### src/design/sct_pkg.sv
`timescale 1ns / 1ps
`default_nettype none
// ----------------------------------------------------------------------------
// sct_pkg
// Shared types and constants for the scope capture and trigger search block.
// ----------------------------------------------------------------------------
package sct_pkg;

    localparam int DEPTH_DEF        = 2048;
    localparam int SCREEN_WIDTH_DEF = 128;

    localparam int OPCODE_W   = 2;
    localparam int SAMPLE_W   = 12;
    localparam int OFFSET_W   = 7;
    localparam int TIDX_W     = 11;
    localparam int ERR_W      = 32;
    localparam int CFG_IDX_W  = 1;
    localparam int CFG_DATA_W = 12;

    // command opcodes
    localparam logic [OPCODE_W-1:0] OP_STORE  = 2'd0;
    localparam logic [OPCODE_W-1:0] OP_SEARCH = 2'd1;
    localparam logic [OPCODE_W-1:0] OP_READ   = 2'd2;

    // configuration register indexes
    localparam logic [CFG_IDX_W-1:0] CFG_TRIGGER_LEVEL = 1'd0;
    localparam logic [CFG_IDX_W-1:0] CFG_EDGE_FALLING  = 1'd1;

    localparam logic [SAMPLE_W-1:0] TRIGGER_LEVEL_RESET = 12'd2048;
    localparam logic                EDGE_FALLING_RESET  = 1'b0;

    // result kinds
    localparam logic RK_TRIGGER = 1'b0;
    localparam logic RK_SAMPLE  = 1'b1;

    typedef struct packed {
        logic [OPCODE_W-1:0] opcode;
        logic [SAMPLE_W-1:0] sample_value;
        logic                overflow_seen;
        logic [OFFSET_W-1:0] read_offset;
    } in_t;

    typedef struct packed {
        logic                result_kind;
        logic [TIDX_W-1:0]   trigger_index;
        logic                trigger_found;
        logic [ERR_W-1:0]    error_count;
        logic [SAMPLE_W-1:0] read_sample;
    } out_t;

    typedef struct packed {
        logic [SAMPLE_W-1:0] trigger_level;
        logic                edge_falling;
    } cfg_t;

    typedef enum logic [1:0] {
        K_STORE  = 2'd0,
        K_SEARCH = 2'd1,
        K_READ   = 2'd2
    } cmd_kind_t;

    // decoded command as it waits in the queue
    typedef struct packed {
        cmd_kind_t           kind;
        logic [SAMPLE_W-1:0] sample;
        logic                ovf;
        logic [OFFSET_W-1:0] offset;
    } qcmd_t;

endpackage
`default_nettype wire

### src/design/sct_front.sv
`timescale 1ns / 1ps
`default_nettype none
// ----------------------------------------------------------------------------
// sct_front
// Accepts command beats, decodes the opcode and queues the decoded command.
// ----------------------------------------------------------------------------
module sct_front
    import sct_pkg::*;
(
    input  wire logic  clk,
    input  wire logic  rst_n,
    input  wire logic  start,
    input  wire in_t   cmd,
    output logic       busy,
    output logic       q_valid,
    output qcmd_t      q_head,
    input  wire logic  q_pop
);

    localparam int QDEPTH = 2;
    localparam int QPTR_W = $clog2(QDEPTH);
    localparam int QCNT_W = $clog2(QDEPTH + 1);

    qcmd_t             q_mem_reg [QDEPTH];
    logic [QPTR_W-1:0] wr_ptr_reg, wr_ptr_next;
    logic [QPTR_W-1:0] rd_ptr_reg, rd_ptr_next;
    logic [QCNT_W-1:0] count_reg, count_next;

    logic  accept;
    logic  push;
    qcmd_t decoded;

    assign busy   = (count_reg == QCNT_W'(QDEPTH));
    assign accept = start && !busy;

    always_comb
    begin
        decoded.sample = cmd.sample_value;
        decoded.ovf    = cmd.overflow_seen;
        decoded.offset = cmd.read_offset;
        decoded.kind   = K_STORE;
        push           = accept;
        unique case (cmd.opcode)
            OP_STORE:  decoded.kind = K_STORE;
            OP_SEARCH: decoded.kind = K_SEARCH;
            OP_READ:   decoded.kind = K_READ;
            default:   push = 1'b0; // unused opcode is taken and dropped
        endcase
    end

    always_comb
    begin
        wr_ptr_next = wr_ptr_reg;
        rd_ptr_next = rd_ptr_reg;
        count_next  = count_reg;
        if (push)
        begin
            wr_ptr_next = (wr_ptr_reg == QPTR_W'(QDEPTH - 1)) ? '0 : wr_ptr_reg + 1'b1;
        end
        if (q_pop)
        begin
            rd_ptr_next = (rd_ptr_reg == QPTR_W'(QDEPTH - 1)) ? '0 : rd_ptr_reg + 1'b1;
        end
        priority if (push && !q_pop)
        begin
            count_next = count_reg + 1'b1;
        end
        else if (q_pop && !push)
        begin
            count_next = count_reg - 1'b1;
        end
    end

    always_ff @(posedge clk or negedge rst_n)
    begin
        if (!rst_n)
        begin
            wr_ptr_reg <= '0;
            rd_ptr_reg <= '0;
            count_reg  <= '0;
        end
        else
        begin
            wr_ptr_reg <= wr_ptr_next;
            rd_ptr_reg <= rd_ptr_next;
            count_reg  <= count_next;
        end
    end

    always_ff @(posedge clk)
    begin
        if (push)
        begin
            q_mem_reg[wr_ptr_reg] <= decoded;
        end
    end

    assign q_valid = (count_reg != '0);
    assign q_head  = q_mem_reg[rd_ptr_reg];

endmodule
`default_nettype wire

### config.mk
export PLATFORM = sky130hd
export DESIGN_NAME = sct_front
export DESIGN_NICKNAME = d
export VERILOG_FILES = /design/src/design/sct_pkg.sv /design/src/design/sct_front.sv
export SDC_FILE = /design/constraint.sdc
export NUM_CORES = 1
export LEC_CHECK = 0
export ABC_AREA = 1
export ABC_CLOCK_PERIOD_IN_PS = 6050
export BUFFER_PORTS_ARGS = -buffer_cell sky130_fd_sc_hd__buf_4
export CAP_MARGIN = 10
export CORE_AREA = 2 2 82 84
export CTS_BUF_LIST = sky130_fd_sc_hd__clkbuf_16
export DETAILED_ROUTE_END_ITERATION = 10
export DIE_AREA = 0 0 84 86
export PLACE_DENSITY = 0.55
export SYNTH_ARGS = -nofsm -noshare
export SYNTH_HDL_FRONTEND = slang
export SYNTH_SLANG_ARGS = --single-unit
### constraint.sdc
create_clock -name clk -period 6.05 [get_ports clk]
set_clock_uncertainty 0.15 [all_clocks]
set_input_delay 0.605 -clock clk [delete_from_list [all_inputs] [get_ports clk]]
set_output_delay 0.605 -clock clk [all_outputs]
set_load 0.02 [all_outputs]
Yosys cells after proc, flatten, opt, wreduce, memory -nomap -nowiden
Memory sizes are Yosys's and may differ from the RTL's. Index checks and enable logic that the tools add are counted.

Input bits: 26. Output and inout port bits: 24. Register bits: 4. Word-level logic and storage cells: 29. RAM bits: 44. Memories kept: 1.

Memory list: q_mem_reg (depth 2, width 22, rd ports 1, clocked after Yosys merged registers in 0, wr ports 1, line sct_front.sv:24) `qcmd_t q_mem_reg [QDEPTH];`.

Muxes and demuxes: 8. Reductions and logical operators: 10. Eq/ne operators: 3. $add $sub $neg: 4.

Operator list (count): $mux W1 (5); $eq A2 B2 Y1 const B (2); $mux W2 (2); $pmux W2 S2 (1); $reduce_bool A2 Y1 (2); $logic_and A1 B1 Y1 (3); $logic_not A1 Y1 (3); $reduce_or A3 Y1 (1); $add A1 B1 Y1 const B (2); $add A2 B1 Y2 const B (1); $eq A2 B1 Y1 const B (1); $logic_not A2 Y1 (1); $sub A2 B1 Y2 const B (1).

Depth between registers and ports, before layout
Gate-level depths: netlist (run 1).

Depth after elaboration: 8. Depth in mapped cells: 9. Mapped depth without buffers: 9.

Worst setup path before layout (run 1)
No wires, ideal clock.

Path type: input to register. Start: input cmd[21] (netlist bit). End: memory q_mem_reg[1][0] (netlist bit), enable pin. Buffers on the path: 0. Path slack: 3785 ps. Setup time: 401 ps. Arrival: 1714 ps. Cell stages on the path: 3. Required time: 5499 ps. Cell sequence: nand2_1 nand3_1 nor2_1.

Longest elaborated chain between the ends: 5.

RTL lines: start, declared (line sct_front.sv:13) `input wire in_t cmd,`; $eq A2 B2 Y1, or another cell as far along (line sct_front.sv:43) `unique case (cmd.opcode)`; $reduce_or A3 Y1 (no line) *; $mux W1 * (line sct_front.sv:43); $mux W1 * (line sct_front.sv:92) `if (push)`; $mux W1 (not written as such) * (line sct_front.sv:94) `q_mem_reg[wr_ptr_reg] <= decoded;`; end, declared (line sct_front.sv:24).

Every way passes the cells marked *; elsewhere a longest branch is shown, timed or not.

==> results of run 1 <==
worst max-delay path, stage by stage, from the launching register on:
cell and delay, ns:
dfrtp_1 0.99, mux2_2 0.43, buf_4 0.16
layer usage:
metal	track usage [%]	up-vias	part of all wire [%]	wire length [microns]
li1	-	486	-	-
met1	10.5	475	39	1280
met2	16.9	37	53	1720
met3	3.75	6	6.3	204
met4	3.52	0	1.3	42
met5	0	-	0	0
logic make-up (layout without fill, tap and decap cells):
group,after synthesis,in the layout
xor+xnor,2,2
simple gates,19,19
buf+inv,11,68
fa+ha+maj,1,1
mux,22,22
flops,48,48
layout by cell type (no fill, tap or decap):
cell and count:
buf_4 49, buf_8 1, clkbuf_16 5, dfrtp_1 4, dlygate4sd3_1 1, edfxtp_1 44, ha_1 1, inv_1 12
mux2_2 22, nand2_1 11, nand3_1 2, nand4_1 1, nor2_1 4, nor2_2 1, xnor2_1 1, xor2_1 1
path summary, 6_finish.rpt:
| kind | to | depth (start not counted) |
|---|---|---|
| worst max-delay path | q_head[21] | 2 |
| worst min-delay path | wr_ptr_reg | 2 |
| worst max register to register | q_mem_reg[0][19] | 5 |
| worst min register to register | wr_ptr_reg | 2 |
| max in group asynchronous | rd_ptr_reg | 2 |
| min in group asynchronous | count_reg[1] | 2 |
power groups by stage:
stage | logic (mW) | registers, mW | clock network [mW]
after global routing | 0.396 | 0.497 | 0.275
after CTS | 0.370 | 0.490 | 0.260
final | 0.368 | 0.487 | 0.251
after floorplan | 0.255 | 0.463 | 0
after global placement | 0.362 | 0.492 | 0
after detailed placement | 0.368 | 0.496 | 0
layout make-up:
type	instances	area share, %
Sequential cell	48	58.3
Multi-Input combinational cell	44	14.6
Clock buffer	5	5.13
Inverter	9	1.39
Tap cell	77	3.95
Timing Repair Buffer	51	16.1
Clock inverter	3	0.462
through the flow:
stage               instances  utilization (%)  power, mW
floorplan                 103                -      0.718
global placement          227             36.3      0.854
detailed placement        227             36.3      0.864
CTS                       236             38.6       1.12
global route              237             38.8       1.17
finish                    237             38.8       1.10
==> flow_metrics.py, run 1 <==
metrics = {
    "floorplan": {
        "coreArea_sq_mm": 0.00628,
        "initial_utilization_pct": 29.2,
        "rows": 29,
        "die_area_sq_mm": 0.00722,
        "die_h_microns": 86,
        "ios": 50,
        "die_w_microns": 84,
    },
    "synthesis": {
        "yosysTopAreaCellShare_pct": 72.1,
        "synth_xor_area_share_pct": 0.956,
        "yosysMostFrequentCell": "edfxtp_1",
        "synthMuxAreaShare_pct": 13.5,
        "synth_top_flop_cell": "edfxtp_1",
        "synth_compound_area_share_pct": 0,
        "yosysTopAreaCell": "edfxtp_1",
        "synth_edf_count": 44,
        "yosys.area_share.adder_pct": 0.683,
        "ys_types": 12,
        "syn_area_sq_mm": 0.00183,
        "avgSynthCellArea_sq_um": 17.8,
        "synth_top_family_by_area": "multiplexers",
        "async_reset_ff_share_pct": 8.33,
        "synth-seq-cells": 48,
        "synth_fp_nets": 130,
        "synth_cells": 103,
        "yosysWarnings": 0,
        "ys_seq_area_share_pct": 77.6,
        "ys_top_cells_by_count": "44 x edfxtp_1, 22 x mux2_2, 11 x nand2_1, 9 x inv_1, 5 x nor2_1",
        "synth_simple_gate_area_share_pct": 4.17,
        "synth.area.top_cells": "edfxtp_1 72%, mux2_2 14%, dfrtp_1 5.5%",
    },
    "sta": {
        "rsz0062_at_grt": "no",
        "fin_crit_ns": 2.61,
        "maxSlewViolCount": 0,
        "fin_ws_ns": 3.44,
        "maxSlewHeadroom_pct": 34.4,
        "hold_viol": 0,
        "max_freq_ghz": 0.382,
        "finalSetupViolCount": 0,
        "max_slew.worst_pin.slew_ns": 0.984,
        "setup_tns_ns": 0,
        "timing.hold.ws_ns": 0.343,
        "fin_crit_sh_pct": 43.2,
    },
    "power_and_ir_drop": {
        "leakagePower_nw": 0.971,
        "p_switching_mw": 0.341,
        "seqPwrFrac_pct": 44.0,
        "powerDensity_mw_per_mm2": 453,
        "vdd_ir_drop_max_v": 0.000239,
        "p_comb_share_pct": 33.3,
        "clkPwrFrac_pct": 22.7,
        "p_int_mw": 0.764,
        "netSwitchingFraction_pct": 30.9,
    },
    "cts": {
        "cts_buffers": 5,
        "cts_hold_buf": 1,
        "postCtsResizedCells": 0,
        "root_buffer": "clkbuf_16",
        "clk_latency_ns": 0.28,
        "cts_setup_buffers": 0,
        "max-clock-path-buffers": 2,
        "htree_levels": 2,
        "cts_tree": "yes",
        "path_clk_slew_ns": 0.06,
        "cts_sinks": 48,
    },
    "detailed_routing": {
        "drtPass1Iterations": 4,
        "drt-initial-drc-count": 64,
        "num_vias": 1004,
        "wirelength_microns": 3250,
        "via_per_inst": 4.24,
        "antenna_left": 0,
        "drc_errors": 0,
        "wl_per_cell_microns": 13.7,
    },
    "grt": {
        "grt_pass1_vias": 1102,
        "overflow": 0,
        "grt_use_total_pct": 9.58,
        "antenna_found_initial": 0,
        "grt_start_max_net_pins": 24,
        "grt_pass1_wl_microns": 5280,
    },
    "setup_path": {
        "cp-start-kind": "flop",
        "timing.rr.start": "count_reg[1]",
        "path_class": "flop to output port",
        "startpoint": "rd_ptr_reg",
        "crit_arrival_ns": 1.86,
        "r2r_slack_ns": 4.06,
        "path_max_fanout": 23,
        "critPathCaptureType": "output port",
        "required_ns": 5.29,
    },
    "hold_path": {
        "worstHoldStart": "wr_ptr_reg",
        "hp-class": "flop to flop",
    },
    "finish": {
        "final_area_sq_mm": 0.00244,
        "nFillCells": 589,
        "nNetsFinal": 186,
        "drive_gt1_share_pct": 48.8,
        "largest_register_ffs": 44,
        "diodes": 0,
        "syn_to_final_growth_pct": 33.1,
        "multi_input_area_sq_um": 357,
        "seqCellArea_sq_mm": 0.00142,
    },
    "placed_design": {
        "placed_area_sq_mm": 0.00228,
        "dpl.hpwl_microns": 2270,
        "pre_cts_ws_ns": 3.64,
        "port-buffer-count": 49,
        "gp_congestion": 0.628,
    },
    "status": {
        "status": "finished clean",
    },
    "job": {
        "cap_violations": 0,
    },
}
Power figures use the tool's default switching activity.
==> run 2: changes to the inputs <==
--- a/config.mk
+++ b/config.mk
@@ -6,14 +6,14 @@
 export NUM_CORES = 1
 export LEC_CHECK = 0
 export ABC_AREA = 1
-export ABC_CLOCK_PERIOD_IN_PS = 6050
+export ABC_CLOCK_PERIOD_IN_PS = 2300
 export BUFFER_PORTS_ARGS = -buffer_cell sky130_fd_sc_hd__buf_4
 export CAP_MARGIN = 10
 export CORE_AREA = 2 2 82 84
 export CTS_BUF_LIST = sky130_fd_sc_hd__clkbuf_16
 export DETAILED_ROUTE_END_ITERATION = 10
 export DIE_AREA = 0 0 84 86
-export PLACE_DENSITY = 0.55
+export PLACE_DENSITY = 0.57
 export SYNTH_ARGS = -nofsm -noshare
 export SYNTH_HDL_FRONTEND = slang
 export SYNTH_SLANG_ARGS = --single-unit
==> constraint.sdc (replaced) <==
create_clock -name clk -period 2.3 [get_ports clk]
set_clock_uncertainty 0.15 [all_clocks]
set_input_delay 0.23 -clock clk [delete_from_list [all_inputs] [get_ports clk]]
set_output_delay 0.23 -clock clk [all_outputs]
set_load 0.02 [all_outputs]
==> run 2 against run 1 <==
Compared with the run above:
- clock power increased to 3.1 times the previous value
- first-iteration DRC count down 47%
- final cell count up 11%
- flip-flop and latch count unchanged
- clock-buffer cell count stayed put
- via count increased by 9.1%
- worst setup slack got worse by 3.1 ns
- power rose to 2.8 times the previous value
- critical path type unchanged
- critical endpoint is now q_head[18]
==> flow_metrics.py, run 2 (synthesis results as in run 1) <==
metrics = {
    "detailed_routing": {
        "wl_per_cell_microns": 12.7,
        "num_vias": 1095,
        "drtPass1Iterations": 4,
        "wirelength_microns": 3350,
        "drt-initial-drc-count": 34,
        "antenna_left": 0,
        "via_per_inst": 4.16,
        "drc_errors": 0,
    },
    "finish": {
        "nNetsFinal": 212,
        "nFillCells": 578,
        "drive_gt1_share_pct": 45.7,
        "syn_to_final_growth_pct": 47.7,
        "instances_no_fill": 263,
        "largest_register_ffs": 44,
        "mostFrequentLayoutCells": "55 x buf_4, 44 x edfxtp_1, 22 x mux2_2, 22 x dlygate4sd3_1, 11 x nand2_1",
        "diodes": 0,
        "final_common_cell": "buf_4",
    },
    "floorplan": {
        "initial_utilization_pct": 29.2,
        "die_area_sq_mm": 0.00722,
        "rows": 29,
        "coreArea_sq_mm": 0.00628,
        "die_h_microns": 86,
        "ios": 50,
        "die_w_microns": 84,
    },
    "sta": {
        "maxSlewHeadroom_pct": 67.8,
        "fin_ws_ns": 0.299,
        "fin_crit_ns": 2.00,
        "finalSetupViolCount": 0,
        "max_slew.worst_pin.slew_ns": 0.483,
        "setup_tns_ns": 0,
        "rsz0062_at_grt": "no",
        "max_freq_ghz": 0.500,
        "maxSlewViolCount": 0,
        "fin_crit_sh_pct": 87.0,
        "hold_viol": 0,
    },
    "power_and_ir_drop": {
        "vdd_ir_drop_max_v": 0.000525,
        "p_switching_mw": 0.928,
        "clkPwrFrac_pct": 25.3,
        "p_comb_share_pct": 35.0,
        "netSwitchingFraction_pct": 29.9,
        "p_int_mw": 2.18,
        "powerDensity_mw_per_mm2": 1150,
        "leakagePower_nw": 1.09,
        "seqPwrFrac_pct": 39.7,
    },
    "grt": {
        "grt_start_max_net_pins": 15,
        "grt_pass1_wl_microns": 5380,
        "grt_pass1_vias": 1155,
        "antenna_found_initial": 0,
        "grt_use_total_pct": 9.56,
        "overflow": 0,
    },
    "setup_path": {
        "path_common_cell": "buf_4",
        "cp-start-kind": "flop",
        "slowest_stage": "dfrtp_1",
        "crit_chain": "buf_4 -> mux2_2 -> buf_4",
        "path_class": "flop to output port",
        "path_max_fanout": 9,
        "max_stage_delay_ns": 0.58,
        "critPathCaptureType": "output port",
        "crit_arrival_ns": 1.62,
        "required_ns": 1.92,
    },
    "cts": {
        "max-clock-path-buffers": 2,
        "cts_hold_buf": 22,
        "root_buffer": "clkbuf_16",
        "htree_levels": 2,
        "cts_buffers": 5,
        "cts_setup_buffers": 0,
        "cts_sinks": 48,
        "postCtsResizedCells": 0,
        "clk_latency_ns": 0.27,
        "path_clk_slew_ns": 0.06,
        "cts_tree": "yes",
    },
    "hold_path": {
        "hp-class": "primary input to flop",
    },
    "placed_design": {
        "dp_cells": 233,
        "port-buffer-count": 49,
        "gp_congestion": 0.670,
        "pre_cts_ws_ns": 0.508,
        "dpl.hpwl_microns": 2430,
    },
    "job": {
        "cap_violations": 0,
    },
    "status": {
        "status": "finished clean",
    },
}
==> run 2: cell count changes in the layout (fill, tap and decap cells not counted) <==
| cell | previous run | this run |
|---|---|---|
| inv_1 | 12 | 10 |
| dlygate4sd3_1 | 1 | 22 |
| clkinv_2 | 0 | 1 |
| bufinv_16 | 0 | 1 |
| buf_4 | 49 | 55 |
| buf_8 | 1 | 0 |
==> run 2: worst paths after layout <==
check | slack, ns | cells past startpoint | start | end
min reg2reg | 0.33 | 2 | wr_ptr_reg | wr_ptr_reg
min in group asynchronous | 0.13 | 2 | rst_n | count_reg[1]
max in group asynchronous | 1.76 | 2 | rst_n | wr_ptr_reg
max | 0.30 | 3 | rd_ptr_reg | q_head[18]
max reg2reg | 0.53 | 5 | count_reg[0] | q_mem_reg[1][5]
min | 0.11 | 2 | cmd[21] | q_mem_reg[0][20]
==> run 2: layout make-up <==
cell class	count	area [sq um]	area share [%]
repair buffers	77	633	23.4
well taps	77	96.3	3.56
clock inverters	3	38.8	1.43
flip-flops and latches	48	1420	52.5
inverters	9	33.8	1.25
multi-input cells	44	357	13.2
clock buffers	5	125	4.63
==> run 2: power groups by stage <==
stage | Clock (mW) | Combinational (mW) | Sequential (mW)
after floorplan | 0 | 0.672 | 1.22
after global placement | 0 | 1.05 | 1.24
after detailed placement | 0 | 1.07 | 1.25
after CTS | 0.811 | 1.11 | 1.23
final | 0.786 | 1.09 | 1.23
after global routing | 0.841 | 1.17 | 1.25
==> run 2: critical path: cells and delay by family (launching register included) <==
kind / cells / cell delay (ns)
buffers and inverters: 2 / 0.41
flip-flops: 1 / 0.58
multiplexers: 1 / 0.35
==> run 2: per-layer routing <==
layer / up-vias / global-route usage [%] / routed length, microns / share of wire, %
met5: - / 0 / 0 / 0
met4: 0 / 2.64 / 8 / 0.24
met3: 2 / 3.56 / 212 / 6.3
met2: 36 / 16.9 / 1710 / 51
met1: 523 / 11.0 / 1420 / 42
li1: 534 / - / - / -
==> run 2: through the flow <==
stage | hold slack [ns] | power (mW) | util (%) | instance area [sq um]
floorplan | -0.216 | 1.89 | - | 1830
detailed placement | -0.118 | 2.32 | 37.0 | 2320
CTS | 0.108 | 3.15 | 43.1 | 2710
finish | 0.112 | 3.10 | 43.1 | 2710
global placement | -0.118 | 2.29 | 37.0 | 2320
global route | 0.111 | 3.26 | 43.1 | 2710
==> run 3: changes to the inputs <==
==> config.mk (replaced) <==
export PLATFORM = sky130hd
export DESIGN_NAME = sct_front
export DESIGN_NICKNAME = d
export VERILOG_FILES = /design/src/design/sct_pkg.sv /design/src/design/sct_front.sv
export SDC_FILE = /design/constraint.sdc
export NUM_CORES = 1
export LEC_CHECK = 0
export ABC_AREA = 0
export ABC_CLOCK_PERIOD_IN_PS = 2300
export BUFFER_PORTS_ARGS = -buffer_cell sky130_fd_sc_hd__buf_4
export CAP_MARGIN = 10
export CORE_AREA = 2 2 71 73
export CTS_BUF_LIST = sky130_fd_sc_hd__clkbuf_16
export DETAILED_ROUTE_END_ITERATION = 10
export DIE_AREA = 0 0 73 75
export PLACE_DENSITY = 0.71
export SYNTH_ARGS = -nofsm -noshare
export SYNTH_HDL_FRONTEND = slang
export SYNTH_SLANG_ARGS = --single-unit
==> run 3 against run 2 <==
Compared with the run above:
- routed wire length fell by 2.7%
- utilization grew 13 points
- hold slack lost 0.018 ns
- register-to-register slack improved by 0.08 ns
- cell area is 2.5% lower
- die area fell by 24%
- critical endpoint is now q_head[21]
- highest routed layer unchanged
- maximum frequency increased by 4.3%
- combinational power is essentially flat
- power shrank 3.8%
- sequential share of layout area increased by 1.4 points
- synthesized cell count decreased by 13%
- largest power group unchanged
- final cell count shrank 14%
==> flow_metrics.py, run 3 <==
metrics = {
    "grt": {
        "grt_use_total_pct": 12.5,
        "antenna_found_initial": 0,
        "grt_pass1_vias": 1077,
        "grt_pass1_wl_microns": 4930,
        "grt_start_max_net_pins": 21,
        "overflow": 0,
    },
    "floorplan": {
        "die_w_microns": 73,
        "initial_utilization_pct": 39.1,
        "coreArea_sq_mm": 0.00466,
        "die_area_sq_mm": 0.00548,
        "ios": 50,
        "die_h_microns": 75,
        "rows": 25,
    },
    "synthesis": {
        "async_reset_ff_share_pct": 8.33,
        "yosys.area_share.adder_pct": 0.687,
        "synth_top_flop_cell": "edfxtp_1",
        "synth_top_family_by_area": "multiplexers",
        "synth_edf_count": 44,
        "synth_compound_area_share_pct": 0,
        "yosysWarnings": 0,
        "synth_cells": 90,
        "synth.area.top_cells": "edfxtp_1 73%, mux2_2 14%, dfrtp_1 5.5%",
        "ys_seq_area_share_pct": 78.0,
        "syn_area_sq_mm": 0.00182,
        "synth_xor_area_share_pct": 2.40,
        "yosysTopAreaCellShare_pct": 72.5,
        "ys_top_cells_by_count": "44 x edfxtp_1, 22 x mux2_2, 4 x dfrtp_1",
        "ys_types": 14,
        "synth_fp_nets": 117,
        "avgSynthCellArea_sq_um": 20.2,
        "synth_simple_gate_area_share_pct": 3.43,
        "yosysTopAreaCell": "edfxtp_1",
        "synth-seq-cells": 48,
        "yosysMostFrequentCell": "edfxtp_1",
        "synthMuxAreaShare_pct": 13.6,
    },
    "sta": {
        "hold_viol": 0,
        "maxSlewHeadroom_pct": 82.4,
        "maxSlewViolCount": 0,
        "setup_tns_ns": 0,
        "rsz0062_at_grt": "no",
        "finalSetupViolCount": 0,
        "fin_crit_sh_pct": 83.4,
        "timing.hold.ws_ns": 0.0941,
        "max_slew.worst_pin.slew_ns": 0.265,
        "fin_crit_ns": 1.92,
        "max_freq_ghz": 0.521,
    },
    "cts": {
        "cts_sinks": 48,
        "clk_latency_ns": 0.28,
        "max-clock-path-buffers": 2,
        "cts_buffers": 5,
        "cts_tree": "yes",
        "path_clk_slew_ns": 0.06,
        "htree_levels": 2,
        "root_buffer": "clkbuf_16",
    },
    "setup_path": {
        "max_stage_delay_ns": 0.40,
        "crit_arrival_ns": 1.54,
        "critPathCaptureType": "output port",
        "crit_chain": "buf_4 -> mux2_2 -> buf_4",
        "slowest_stage": "dfrtp_1",
        "required_ns": 1.92,
        "startpoint": "rd_ptr_reg",
        "timing.rr.start": "count_reg[0]",
        "cp-start-kind": "flop",
        "path_max_fanout": 20,
        "path_class": "flop to output port",
        "path_common_cell": "buf_4",
    },
    "power_and_ir_drop": {
        "powerDensity_mw_per_mm2": 1130,
        "vdd_ir_drop_max_v": 0.000401,
        "power_mw": 2.99,
        "leakagePower_nw": 1.04,
    },
    "detailed_routing": {
        "antenna_left": 0,
        "drc_errors": 0,
        "wirelength_microns": 3260,
        "wl_per_cell_microns": 14.4,
        "num_vias": 1036,
        "drt-initial-drc-count": 24,
        "drtPass1Iterations": 3,
        "via_per_inst": 4.58,
    },
    "finish": {
        "final_common_cell": "buf_4",
        "diodes": 0,
        "mostFrequentLayoutCells": "54 x buf_4, 44 x edfxtp_1, 22 x mux2_2, 22 x dlygate4sd3_1, 5 x clkbuf_16",
        "drive_gt1_share_pct": 51.2,
        "largest_register_ffs": 44,
        "nNetsFinal": 198,
        "syn_to_final_growth_pct": 44.7,
    },
    "hold_path": {
        "worstHoldStart": "cmd[20]",
        "hp-class": "primary input to flop",
    },
    "status": {
        "status": "finished clean",
    },
    "placed_design": {
        "gp_congestion": 0.621,
        "port-buffer-count": 49,
        "dpl.hpwl_microns": 2200,
    },
    "job": {
        "cap_violations": 0,
    },
}
==> run 3: cell count changes in the layout (fill, tap and decap cells not counted), moves of 2 or more <==
cell,before,now
inv_1,10,3
xor2_1,1,3
nor2_1,4,1
nand3_1,2,0
nand2_1,11,1
nor2b_1,0,2
==> run 3: final cells by class <==
type	instances	area, sq um
Multi-Input combinational cell	37	372
Fill cell	372	2020
Sequential cell	48	1420
Clock inverter	3	13.8
Inverter	3	11.3
Clock buffer	5	125
Timing Repair Buffer	76	626
Tap cell	54	67.6
==> run 3: worst paths after layout <==
check	endpoint	slack (ns)	cells past startpoint
min in group asynchronous	rd_ptr_reg	0.13	2
max reg2reg	count_reg[1]	0.61	7
min	q_mem_reg[0][21]	0.09	2
min reg2reg	count_reg[1]	0.34	1
max	q_head[21]	0.38	3
max in group asynchronous	wr_ptr_reg	1.77	2
==> run 3: what timing repair did <==
item,in CTS,in global routing
hold buffers,22,0
resized for setup,0,0
hold endpoints to repair,45,0
buffers inserted,0,0
==> run 3: through the flow <==
step | utilization (%) | worst slack, ns | area (sq um) | std cells
6_report | 56.6 | 0.382 | 2640 | 226
5_1_grt | 56.6 | 0.309 | 2640 | 226
3_5_place_dp | 48.9 | 0.623 | 2280 | 196
3_3_place_gp | 48.9 | 0.687 | 2280 | 196
2_1_floorplan | - | 0.0467 | 1820 | 90
4_1_cts | 56.6 | 0.368 | 2640 | 226
==> run 3: power by group <==
part,internal (mW),switching [mW]
registers,1.15,0.0655
logic,0.532,0.554
clock network,0.395,0.287
total,2.08,0.907
==> run 3: logic make-up after synthesis <==
| group | after synthesis |
|---|---|
| adders and majority gates | 1 |
| and+or+nand+nor | 9 |
| xor gates and xnor gates | 5 |
| muxes | 22 |
| buffers and inverters | 5 |
| DFF | 48 |
==> run 3: routing by layer <==
metal  wire length [microns]  part of all wire (%)  up-vias  global-route usage (%)
met5                       0                     0        -                       0
li1                        -                     -      503                       -
met1                    1280                    39      495                    14.0
met4                      60                   1.8        0                    6.17
met3                     167                   5.1        4                    3.75
met2                    1760                    54       34                    21.9
==> run 3: worst max-delay path: cells and delay by family (launching register included) <==
family,cells,cell delay [ns]
buffers and inverters,2,0.46
DFF,1,0.40
muxes,1,0.38
